## src/rtl/string_to_unsigned_parser_assert.svh

```systemverilog
// Assertion macros for the string to unsigned parser.
`ifndef STRING_TO_UNSIGNED_PARSER_ASSERT_SVH
`define STRING_TO_UNSIGNED_PARSER_ASSERT_SVH

// Same-cycle implication, sampled on clk, off during reset.
`define STP_ASSERT_NOW(label, ante, cons, msg) \
	label: assert property (@(posedge clk) disable iff (!arst_n) (ante) |-> (cons)) \
		else $error(msg);

// Next-cycle implication, sampled on clk, off during reset.
`define STP_ASSERT_NEXT(label, ante, cons, msg) \
	label: assert property (@(posedge clk) disable iff (!arst_n) (ante) |=> (cons)) \
		else $error(msg);

`endif

```

## src/rtl/stp_pkg.sv

```systemverilog
// Shared types and constants of the string to unsigned parser.
`timescale 1ns / 1ps

package stp_pkg;

	localparam int ACC_BITS  = 32;
	localparam int POS_BITS  = 12;
	localparam int BASE_BITS = 6;
	localparam int CH_BITS   = 8;

	localparam logic [POS_BITS-1:0] POS_MAX = {POS_BITS{1'b1}};

	typedef enum logic [2:0] {
		PH_WS     = 3'd0,
		PH_SIGN   = 3'd1,
		PH_ZERO   = 3'd2,
		PH_HEX    = 3'd3,
		PH_DIGITS = 3'd4,
		PH_DONE   = 3'd5
	} stp_phase_t;

	typedef struct packed {
		stp_phase_t           phase;
		logic [ACC_BITS-1:0]  acc;
		logic                 neg;
		logic                 ovf;
		logic                 seen;
		logic [BASE_BITS-1:0] base;
		logic [POS_BITS-1:0]  pos;
		logic [POS_BITS-1:0]  stop;
	} stp_state_t;

	localparam stp_state_t STATE_RESET = '{
		phase: PH_WS,
		acc:   '0,
		neg:   1'b0,
		ovf:   1'b0,
		seen:  1'b0,
		base:  '0,
		pos:   '0,
		stop:  '0
	};

	typedef struct packed {
		logic [CH_BITS-1:0] ch;
		logic               last;
	} stp_char_t;

	typedef struct packed {
		logic [ACC_BITS-1:0] value;
		logic                overflow;
		logic                any_digits;
		logic [POS_BITS-1:0] end_offset;
	} stp_result_t;

endpackage

```

## src/rtl/stp_step.sv

```systemverilog
// Next parse state for one character: phase logic and digit multiply-add.
`timescale 1ns / 1ps

module stp_step (
	input  stp_pkg::stp_state_t               cur,
	input  logic [stp_pkg::CH_BITS-1:0]       ch,
	input  logic [stp_pkg::BASE_BITS-1:0]     number_base,
	output stp_pkg::stp_state_t               nxt
);

	localparam int MAC_BITS = stp_pkg::ACC_BITS + stp_pkg::BASE_BITS;

	localparam logic [7:0] CH_SPACE = 8'h20;
	localparam logic [7:0] CH_TAB   = 8'h09;
	localparam logic [7:0] CH_CR    = 8'h0D;
	localparam logic [7:0] CH_0     = 8'h30;
	localparam logic [7:0] CH_9     = 8'h39;
	localparam logic [7:0] CH_UA    = 8'h41;
	localparam logic [7:0] CH_UZ    = 8'h5A;
	localparam logic [7:0] CH_LA    = 8'h61;
	localparam logic [7:0] CH_LZ    = 8'h7A;
	localparam logic [7:0] CH_LX    = 8'h78;
	localparam logic [7:0] CH_UX    = 8'h58;
	localparam logic [7:0] CH_MINUS = 8'h2D;
	localparam logic [7:0] CH_PLUS  = 8'h2B;
	localparam logic [6:0] DIGIT_NONE = 7'd99;

	localparam logic [stp_pkg::BASE_BITS-1:0] BASE_OCT = 6'd8;
	localparam logic [stp_pkg::BASE_BITS-1:0] BASE_DEC = 6'd10;
	localparam logic [stp_pkg::BASE_BITS-1:0] BASE_HEX = 6'd16;
	localparam logic [stp_pkg::BASE_BITS-1:0] BASE_AUTO = 6'd0;

	logic [6:0]                      dval;
	logic                            is_space;
	logic                            first;
	logic                            zero_prefix;
	logic [stp_pkg::BASE_BITS-1:0]   first_base;
	logic [stp_pkg::BASE_BITS-1:0]   tb;
	logic                            dig_ok;
	logic [MAC_BITS-1:0]             mac;
	logic                            ovf_now;
	logic [stp_pkg::POS_BITS-1:0]    pos_next;
	stp_pkg::stp_state_t             took;
	stp_pkg::stp_state_t             first_st;

	// digit symbol value, 0..35
	always_comb begin
		if (ch >= CH_0 && ch <= CH_9) begin
			dval = 7'(ch - CH_0);
		end else if (ch >= CH_UA && ch <= CH_UZ) begin
			dval = 7'(ch - CH_UA + 8'd10);
		end else if (ch >= CH_LA && ch <= CH_LZ) begin
			dval = 7'(ch - CH_LA + 8'd10);
		end else begin
			dval = DIGIT_NONE;
		end
	end

	assign is_space = (ch == CH_SPACE) || (ch >= CH_TAB && ch <= CH_CR);
	assign pos_next = (cur.pos == stp_pkg::POS_MAX) ? cur.pos
		: cur.pos + stp_pkg::POS_BITS'(1);

	// base fixes at the first character past whitespace and sign
	assign first = (cur.phase == stp_pkg::PH_SIGN) ||
		((cur.phase == stp_pkg::PH_WS) && !is_space && ch != CH_MINUS && ch != CH_PLUS);
	assign first_base = (number_base == BASE_AUTO) ? BASE_DEC : number_base;
	assign tb = first ? first_base : cur.base;
	assign zero_prefix = (ch == CH_0) &&
		(number_base == BASE_AUTO || number_base == BASE_HEX);

	// acc*base + d overflows exactly when the bits above ACC_BITS are set
	assign dig_ok  = (tb != '0) && ({1'b0, tb} > dval);
	assign mac     = ({{stp_pkg::BASE_BITS{1'b0}}, cur.acc} * {{stp_pkg::ACC_BITS{1'b0}}, tb})
		+ MAC_BITS'(dval);
	assign ovf_now = cur.ovf || (|mac[MAC_BITS-1:stp_pkg::ACC_BITS]);

	always_comb begin
		took = cur;
		took.base = tb;
		if (!dig_ok) begin
			took.phase = stp_pkg::PH_DONE;
		end else begin
			if (ovf_now) begin
				took.ovf = 1'b1;
			end else begin
				took.acc = mac[stp_pkg::ACC_BITS-1:0];
			end
			took.seen  = 1'b1;
			took.stop  = pos_next;
			took.phase = stp_pkg::PH_DIGITS;
		end
	end

	always_comb begin
		first_st = took;
		if (zero_prefix) begin
			first_st = cur;
			first_st.base  = (number_base == BASE_AUTO) ? BASE_OCT : BASE_HEX;
			first_st.acc   = '0;
			first_st.seen  = 1'b1;
			first_st.stop  = pos_next;
			first_st.phase = stp_pkg::PH_ZERO;
		end
	end

	always_comb begin
		nxt = cur;
		unique case (cur.phase)
			stp_pkg::PH_WS: begin
				priority if (is_space) begin
					nxt = cur;
				end else if (ch == CH_MINUS) begin
					nxt.neg   = 1'b1;
					nxt.phase = stp_pkg::PH_SIGN;
				end else if (ch == CH_PLUS) begin
					nxt.phase = stp_pkg::PH_SIGN;
				end else begin
					nxt = first_st;
				end
			end
			stp_pkg::PH_SIGN: begin
				nxt = first_st;
			end
			stp_pkg::PH_ZERO: begin
				if (ch == CH_LX || ch == CH_UX) begin
					nxt.base  = BASE_HEX;
					nxt.phase = stp_pkg::PH_HEX;
				end else begin
					nxt = took;
				end
			end
			stp_pkg::PH_HEX, stp_pkg::PH_DIGITS: begin
				nxt = took;
			end
			stp_pkg::PH_DONE: begin
				nxt = cur;
			end
			default: begin
				nxt = cur;
			end
		endcase
		nxt.pos = pos_next;
	end

endmodule

```

## src/rtl/string_to_unsigned_parser.sv

```systemverilog
// Top level of the streaming strtoul-style unsigned integer parser.
//
//  channel | dir | handshake              | payload
//  --------+-----+------------------------+----------------------------------
//  cfg     | in  | cfg_valid / cfg_ready  | cfg_data: number_base, 6 bits
//  char    | in  | char_valid / char_ready| char_data: ch, last
//  res     | out | res_valid / res_ready  | res_data: value, overflow,
//          |     |                        |   any_digits, end_offset
//
// One character per cycle sustained while no last char waits for the result slot.
// A char transfer lands in the input register, from which the parse state is stepped
// (phase logic plus a 32x6 multiply-add whose upper bits flag overflow); that single
// step sets the rate. A last char passes the input register, then sets res_valid.
// One result slot: other chars keep flowing while it waits, a last char holds
// in the input register until it frees. arst_n clears state, base, valids.
`timescale 1ns / 1ps

module string_to_unsigned_parser (
	input  logic                             clk,
	input  logic                             arst_n,
	input  logic                             cfg_valid,
	output logic                             cfg_ready,
	input  logic [stp_pkg::BASE_BITS-1:0]    cfg_data,
	input  logic                             char_valid,
	output logic                             char_ready,
	input  stp_pkg::stp_char_t               char_data,
	output logic                             res_valid,
	input  logic                             res_ready,
	output stp_pkg::stp_result_t             res_data
);

	logic [stp_pkg::BASE_BITS-1:0] base_q;

	// input register
	logic                 valid_s1;
	stp_pkg::stp_char_t   char_s1;

	// parse state and its next value
	stp_pkg::stp_state_t  state_q;
	stp_pkg::stp_state_t  state_nxt;

	// result register
	logic                 res_valid_q;
	stp_pkg::stp_result_t res_q;

	logic adv_s1;
	logic emit_s1;

	// config writes must arrive only while idle (the user's duty, not enforced); always take them
	assign cfg_ready = 1'b1;

	always_ff @(posedge clk or negedge arst_n) begin
		if (!arst_n) begin
			base_q <= '0;
		end else if (cfg_valid) begin
			base_q <= cfg_data;
		end
	end

	// a last character needs the result slot; others step freely
	assign adv_s1     = valid_s1 && (!char_s1.last || !res_valid_q || res_ready);
	assign emit_s1    = adv_s1 && char_s1.last;
	assign char_ready = !valid_s1 || adv_s1;

	always_ff @(posedge clk or negedge arst_n) begin
		if (!arst_n) begin
			valid_s1 <= 1'b0;
		end else if (char_valid && char_ready) begin
			valid_s1 <= 1'b1;
		end else if (adv_s1) begin
			valid_s1 <= 1'b0;
		end
	end

	always_ff @(posedge clk) begin
		if (char_valid && char_ready) begin
			char_s1 <= char_data;
		end
	end

	stp_step u_step (
		.cur         (state_q),
		.ch          (char_s1.ch),
		.number_base (base_q),
		.nxt         (state_nxt)
	);

	// parse state returns to reset after the string's last character
	always_ff @(posedge clk or negedge arst_n) begin
		if (!arst_n) begin
			state_q <= stp_pkg::STATE_RESET;
		end else if (adv_s1) begin
			state_q <= char_s1.last ? stp_pkg::STATE_RESET : state_nxt;
		end
	end

	always_ff @(posedge clk or negedge arst_n) begin
		if (!arst_n) begin
			res_valid_q <= 1'b0;
		end else if (emit_s1) begin
			res_valid_q <= 1'b1;
		end else if (res_ready) begin
			res_valid_q <= 1'b0;
		end
	end

	// value saturates on overflow, else two's complement after a minus
	always_ff @(posedge clk) begin
		if (emit_s1) begin
			if (state_nxt.ovf) begin
				res_q.value <= '1;
			end else if (state_nxt.neg) begin
				res_q.value <= '0 - state_nxt.acc;
			end else begin
				res_q.value <= state_nxt.acc;
			end
			res_q.overflow   <= state_nxt.ovf;
			res_q.any_digits <= state_nxt.seen;
			res_q.end_offset <= state_nxt.seen ? state_nxt.stop : '0;
		end
	end

	assign res_valid = res_valid_q;
	assign res_data  = res_q;

`include "string_to_unsigned_parser_assert.svh"

	`STP_ASSERT_NOW(a_ovf_saturates, res_valid && res_data.overflow, res_data.value == '1, "overflow result not all ones")
	`STP_ASSERT_NOW(a_no_digit_zero, res_valid && !res_data.any_digits, res_data.value == '0 && res_data.end_offset == '0, "digitless result not zero")
	`STP_ASSERT_NEXT(a_last_emits, emit_s1, res_valid, "last character gave no result")
	`STP_ASSERT_NEXT(a_last_clears, emit_s1, state_q.phase == stp_pkg::PH_WS && state_q.pos == '0, "parse state not cleared after result")

endmodule

```

## config.mk

```make
export PLATFORM = sky130hd
export DESIGN_NAME = string_to_unsigned_parser
export DESIGN_NICKNAME = d
export VERILOG_FILES = /design/src/rtl/stp_pkg.sv /design/src/rtl/stp_step.sv /design/src/rtl/string_to_unsigned_parser.sv
export VERILOG_INCLUDE_DIRS = /design/src /design/src/rtl
export SDC_FILE = /design/constraint.sdc
export NUM_CORES = 1
export LEC_CHECK = 0
export BUFFER_PORTS_ARGS = -buffer_cell sky130_fd_sc_hd__buf_2
export CAP_MARGIN = 20
export CORE_ASPECT_RATIO = 0.7
export CORE_UTILIZATION = 55
export CTS_CLUSTER_SIZE = 28
export DETAILED_ROUTE_END_ITERATION = 7
export HOLD_SLACK_MARGIN = 0.03
export MAX_ROUTING_LAYER = met4
export PLACE_DENSITY = 0.76
export SKIP_CTS_REPAIR_TIMING = 1
export SLEW_MARGIN = 40
export SYNTH_ARGS = -nofsm -noshare
export SYNTH_HDL_FRONTEND = slang
export SYNTH_SLANG_ARGS = --single-unit
```

## constraint.sdc

```tcl
create_clock -name clk -period 14.3 [get_ports clk]
set_input_delay 2.145 -clock clk [delete_from_list [all_inputs] [get_ports clk]]
set_output_delay 2.145 -clock clk [all_outputs]
set_load 0.01 [all_outputs]
```

== Word level (Yosys, flattened, before mapping) ==
Index checks and enable logic that the tools add are counted.
Storage, ports and cells
  bits in registers: 131
  input bits: 20
Operators by class
  $add $sub $neg: 8
  $mul: 1
  order comparisons: 9
  equality and inequality tests: 17
  multiplexer cells: 32
  reduce and logical (&&, ||, !) cells: 34
Operators by type and width (count)
  case mux 68 bit (4 select lines): 1
  2-to-1 mux 68 bit: 3
  2-to-1 mux 32 bit: 5
  2-to-1 mux 65 bit: 1
  adder 38 x 7 -> 38 bit: 1
  multiplier 32 x 6 -> 38 bit: 1
  2-to-1 mux 12 bit: 3
  2-to-1 mux 35 bit: 1
  equality test 8 x 6 -> 1 bit (second input constant): 4
  subtractor 1 x 32 -> 32 bit (first input constant): 1
  2-to-1 mux 7 bit: 3
  2-to-1 mux 6 bit: 3
  equality test 8 x 7 -> 1 bit (second input constant): 2
  >= comparator 8 x 7 -> 1 bit (second input constant): 2
  <= comparator 8 x 7 -> 1 bit (second input constant): 2
  != test 8 x 6 -> 1 bit (second input constant): 2
  adder 7 x 4 -> 7 bit (second input constant): 2
  subtractor 7 bit (second input constant): 2
  adder 12 x 1 -> 12 bit (second input constant): 1
  equality test 12 bit (second input constant): 1
  logical AND 1 bit: 12
  2-to-1 mux 3 bit: 3
  != test 3 bit (second input constant): 3
  >= comparator 8 x 4 -> 1 bit (second input constant): 1
  other kinds (23): 41

== Longest topological paths before layout ==
  depth after elaboration: 22
  depth in mapped cells: 38
  mapped depth without buffers: 35

== Modules after synthesis ==
Synthesis repeated with hierarchy kept, for this count alone.
Second synthesis, totals
  cell total of the unflattened synthesis: 1454
  area, all modules: 14078.5 µm²
By module, submodules not included
  stp_step: times used 1, cells an instance 1050, area each 8659.6 µm², sequential area each 0.0 µm²
  string_to_unsigned_parser: times used 1, cells an instance 404, area each 5418.9 µm², sequential area each 3553.4 µm²

== Least setup slack after synthesis ==
Ideal clock, no wire load.
  path type: register to register
  from: reg char_s1[1] (netlist name)
  to: reg res_q (netlist bit res_data[38]), data pin
  library setup time: 261 ps
  data arrival time: 8308 ps
  required time: 14039 ps
  slack: 5731 ps
  cell stages (with the launch flop): 36
  period minus slack after synthesis: 8569 ps
  cells stage by stage: edfxtp_1 inv_1 ha_1 nor2_1 o2111ai_1 a311o_1 clkbuf_1 nor2_1 nor2_1 mux2_2 clkbuf_1 nand2_1 fa_1 fa_1 inv_1 fa_1 inv_1 fa_1 inv_1 ha_1 o211ai_1 o211ai_1 nand4_1 a211oi_1 or2_1 mux2i_1 a211oi_2 and3_1 clkbuf_1 a22o_4 inv_1 ha_1 nand3_1 nor3_4 nand3_1 o311a_1
On the way
  cells in the longest elaborated chain, start to end: 22
  elaborated cells between the ends (all ways): 58
RTL lines
  start: declaration: RTL line string_to_unsigned_parser.sv:36  | stp_pkg::stp_char_t char_s1;
  start signal: assignment: RTL line string_to_unsigned_parser.sv:77  | char_s1 <= char_data;
  >= comparator 8 x 4 -> 1 bit or <= comparator 8 x 4 -> 1 bit (tied branches): RTL line stp_step.sv:59  | assign is_space = (ch == CH_SPACE) || (ch >= CH_TAB && ch <= CH_CR);
  logical AND 1 bit: RTL line stp_step.sv:59
  logical OR 1 bit: RTL line stp_step.sv:59
  zero test 1 bit: RTL line stp_step.sv:65  | ((cur.phase == stp_pkg::PH_WS) && !is_space && ch != CH_MINUS && ch != CH_PLUS);
  logical AND 1 bit (3 in series): RTL line stp_step.sv:65
  logical OR 1 bit: RTL line stp_step.sv:64  | assign first = (cur.phase == stp_pkg::PH_SIGN) ||
  2-to-1 mux 6 bit: RTL line stp_step.sv:67  | assign tb = first ? first_base : cur.base;
  multiplier 32 x 6 -> 38 bit: RTL line stp_step.sv:73  | assign mac = ({{stp_pkg::BASE_BITS{1'b0}}, cur.acc} * {{stp_pkg::ACC_BITS{1'b0}}, tb})
  [... 4 more ...]
  2-to-1 mux 32 bit: RTL line stp_step.sv:80  | if (!dig_ok) begin
  2-to-1 mux 68 bit: RTL line stp_step.sv:96  | if (zero_prefix) begin
  2-to-1 mux 65 bit: RTL line stp_step.sv:115  | end else if (ch == CH_PLUS) begin
  2-to-1 mux 32 bit: RTL line stp_step.sv:112  | end else if (ch == CH_MINUS) begin
  2-to-1 mux 68 bit: RTL line stp_step.sv:110  | priority if (is_space) begin
  case mux 68 bit (4 select lines) (*): RTL line stp_step.sv:108  | unique case (cur.phase)
  subtractor 1 x 32 -> 32 bit: RTL line string_to_unsigned_parser.sv:113  | res_q.value <= '0 - state_nxt.acc;
  2-to-1 mux 32 bit: RTL line string_to_unsigned_parser.sv:112  | end else if (state_nxt.neg) begin
  end: declaration: RTL line string_to_unsigned_parser.sv:44  | stp_pkg::stp_result_t res_q;
Every way passes the cells marked *; elsewhere a longest branch is shown, timed or not. The select of a mux whose other input is x is not followed.
A chain may end at the register's enable or synchronous reset.

== Worst setup path in the final report ==
  from: reg char_s1[2] (netlist name)
  to: reg res_q (netlist bit res_data[36]), data pin
The elaborated chain is that of the path after synthesis.

==> reports/qor.log <==
[outcome] status finished clean
[detailed_routing] routed length per instance 21.8 um
[detailed_routing] total length of routed wires 43600 um
[setup_path] path type of the worst setup path reg -> reg
[finish] share of layout cells above drive strength 1 10.6%
[detailed_routing] total via count after detailed routing 12900
[setup_path] Critical Path Slowest Stage Cell sky130_fd_sc_hd__nor2_1
[setup_path] peak fanout along the critical path 31
[synthesis] most used flip-flop cell after synthesis sky130_fd_sc_hd__dfrtp_1
[timing] setup repair after global routing missed its margin no
[synthesis] synthesized area per cell 9.12 sq um
[detailed_routing] number of DRC violations after detailed-routing iteration 0 1552
[synthesis] netlist area before placement 14800 sq um
[finish] final instance count without filler cells 1995
[timing] Setup TNS 0 ps
[die] initial core utilization 56.7%
[detailed_routing] DRC 0
[timing] max-slew violations 0
[timing] Clock Skew 10.8 ps
[setup_path] most frequent cell on the critical path sky130_fd_sc_hd__inv_1
[cts] H-tree levels 4
[place] DP Worst Slack 4110 ps
[setup_path] startpoint type of the worst setup path flip-flop
[flow_run] total of max-cap violations 0
[timing] worst slew margin relative to its limit 43.6%
[power_and_ir_drop] Power Density 98.9 nW/um^2
[cts] number of buffers created by CTS 17
[cts] clock tree root driver cell sky130_fd_sc_hd__clkbuf_16
[cts] number of sinks on the clock net 131
[die] overall die width 198 um
[timing] final worst-path setup slack 3820 ps
[detailed_routing] antenna viol nets, final 0
[global_route] initial antenna violation count 0
[cts] clock insertion delay at the later pin of the skew report 430 ps
[finish] Final #Nets 1867
[place] number of port buffers 67
[finish] most common library cell in the layout ignoring fill and taps sky130_fd_sc_hd__nand2_1
[place] placed cell count 1963
[power_and_ir_drop] Peak supply drop 0.000119 V
[timing] actual slew at the worst max-slew pin 843 ps
[finish] fraction of the core area covered by cells at the end of the flow 61.4%
[place] detailed placer's ending HPWL 33000 um
[timing] fraction of the cycle the final worst path needs 73.3%
[timing] worst hold slack 483 ps
[place] Routability Congestion 1.02
[die] number of rows in the core area 49
[timing] peak clock frequency supported by timing 95.4 MHz
[die] num ports 69
[die] overall die area 27600 sq um
[power_and_ir_drop] overall power of the completed layout 1.58 mW
[setup_path] critical path data required time 14460 ps
[die] vertical die dimension 139 um
[cts] CTS tree built
[detailed_routing] DR vias/cell 6.46
[hold_path] hold path depth 2
[synthesis] fraction of registers with async set or reset after synthesis 58.0%
[timing] Final Hold Viols 0
[finish] count of inserted antenna diode cells 0
[hold_path] type of the tightest min-delay check reg -> reg
[synthesis] share of the yosys chip area belonging to registers 24.0%
[finish] most frequent cells in the layout sky130_fd_sc_hd__nand2_1, sky130_fd_sc_hd__nor2b_1, sky130_fd_sc_hd__fa_1, sky130_fd_sc_hd__o21ai_0, sky130_fd_sc_hd__ha_1
[synthesis] count of warnings emitted by yosys 0
[setup_path] count of cells along the worst register-to-register path 36
[detailed_routing] Pre-antenna DRT Iters 6
[global_route] global-route wire length before repair 69600 um
[synthesis] count of mapped cells out of synthesis 1621
[synthesis] synthesis-stage register bit count 131
[timing] final setup violating endpoints 0
[setup_path] Crit path largest cell delay 650 ps
[power_and_ir_drop] cell leakage power 7.47 nW
[synthesis] Cell variety after synth 98
[finish] area added between synthesis and finish 8.25%
[finish] cell area after layout 16000 sq um
[die] core footprint 26100 sq um
[global_route] via count of the first global-routing pass 12300
[synthesis] number of synthesized flops with an enable pin 55
[global_route] Global Route Usage Sum 33.6%
[synthesis] synthesized netlist net count 1863
[setup_path] category of the worst setup path capture point flip-flop
[global_route] pin count of the biggest net entering global routing 68
[timing] clock period minus final worst setup slack 10480 ps
[place] instance area at placement 15300 sq um
[global_route] aggregate global routing overflow 0
[cts] CTS clk-pin slew, worst paths 60 ps
[setup_path] critical path arrival 10640 ps
[cts] CTS max path bufs 2
-- sequential cells by signal (all words and copies together), names as in the netlist --
name,cells
state_q,68
res_data,46
char_s1,9
base_q,6
res_valid,1
valid_s1,1
-- power by group --
part	total, mW	switching [mW]	internal [mW]
sequential	0.455	0.0359	0.419
clock	0.506	0.176	0.330
combinational	0.622	0.449	0.173
-- synthesized netlist by cell type, types with 6 or more instances --
cell,count,area [sq um]
sky130_fd_sc_hd__nor3_1,19,95.1
sky130_fd_sc_hd__nand4_1,14,87.6
sky130_fd_sc_hd__clkbuf_1,73,274
sky130_fd_sc_hd__a22o_1,22,193
sky130_fd_sc_hd__o211ai_1,12,90.1
sky130_fd_sc_hd__o21a_1,14,105
sky130_fd_sc_hd__nor2_1,76,285
sky130_fd_sc_hd__edfxtp_1,55,1650
sky130_fd_sc_hd__o22ai_1,8,50.1
sky130_fd_sc_hd__a21oi_1,79,395
sky130_fd_sc_hd__nor2b_1,134,838
sky130_fd_sc_hd__buf_2,11,55.1
sky130_fd_sc_hd__a21o_1,13,97.6
sky130_fd_sc_hd__and4_1,6,52.6
sky130_fd_sc_hd__a31oi_1,19,119
sky130_fd_sc_hd__and2_1,76,475
sky130_fd_sc_hd__xor2_1,26,228
sky130_fd_sc_hd__ha_1,97,1210
sky130_fd_sc_hd__nand2b_1,17,106
sky130_fd_sc_hd__o21ai_0,120,601
sky130_fd_sc_hd__a211oi_1,9,67.6
sky130_fd_sc_hd__nand3_1,29,145
sky130_fd_sc_hd__mux2_2,12,135
sky130_fd_sc_hd__nand2_1,184,691
sky130_fd_sc_hd__a32o_1,6,60.1
sky130_fd_sc_hd__o21bai_1,10,75.1
sky130_fd_sc_hd__fa_1,125,2500
sky130_fd_sc_hd__mux2i_1,23,230
sky130_fd_sc_hd__xnor2_1,33,289
sky130_fd_sc_hd__nor4_1,6,37.5
sky130_fd_sc_hd__dfrtp_1,76,1900
sky130_fd_sc_hd__and3_1,16,100
sky130_fd_sc_hd__inv_1,68,255
-- layout make-up --
| class | count | area [sq um] |
|---|---|---|
| fill | 2195 | 10000 |
| clock buffer | 18 | 429 |
| timing repair buffer | 81 | 447 |
| tap | 357 | 447 |
| multi-input combinational | 1326 | 10600 |
| sequential | 131 | 3550 |
| inverter | 68 | 258 |
| clock inverter | 14 | 248 |
-- worst paths after layout --
path	from	endpoint	slack, ps
max	char_s1[2]$_DFFE_PP_	res_data[36]$_SDFFCE_PN1P_	3820
min	state_q[2]$_DFFE_PN0P_	state_q[2]$_DFFE_PN0P_	480
max reg2reg	char_s1[2]$_DFFE_PP_	res_data[36]$_SDFFCE_PN1P_	3820
min reg2reg	state_q[2]$_DFFE_PN0P_	state_q[2]$_DFFE_PN0P_	480
max in group asynchronous	arst_n	state_q[6]$_DFFE_PN0P_	11880
min in group asynchronous	arst_n	base_q[2]$_DFFE_PN0P_	1530
-- critical path, delay by kind of cell (launching register included) --
family | cells | cell delay [ps]
fa+ha+maj | 7 | 2870
compound gates | 9 | 2550
simple gates | 11 | 2460
buf+inv | 7 | 1060
mux | 2 | 780
flops | 1 | 450
-- cell families (layout without fill, tap and decap cells) --
| family | count (synthesis) | after routing | share of synthesized area (%) |
|---|---|---|---|
| adder cells (fa/ha/maj) | 222 | 222 | 25.1 |
| AO/OA/AOI/OAI | 391 | 391 | 17.8 |
| multiplexers | 35 | 35 | 2.47 |
| XOR/XNOR | 59 | 59 | 3.49 |
| flip-flops | 131 | 131 | 24.0 |
| buffers and inverters | 164 | 181 | 4.54 |
| AND/OR/NAND/NOR | 618 | 618 | 22.5 |
| other | 1 | 1 | 0.0254 |
-- per-layer routing --
| metal | share of wire (%) | wire length (um) | track usage [%] | vias to the layer above |
|---|---|---|---|---|
| met3 | 10 | 4480 | 6.98 | 88 |
| li1 | - | - | - | 5693 |
| met1 | 44 | 19400 | 49.0 | 6366 |
| met4 | 2.8 | 1200 | 9.71 | 0 |
| met2 | 43 | 18500 | 46.6 | 735 |
| met5 | 0 | 0 | - | - |
No activity file was read; power rests on OpenSTA's default activity.
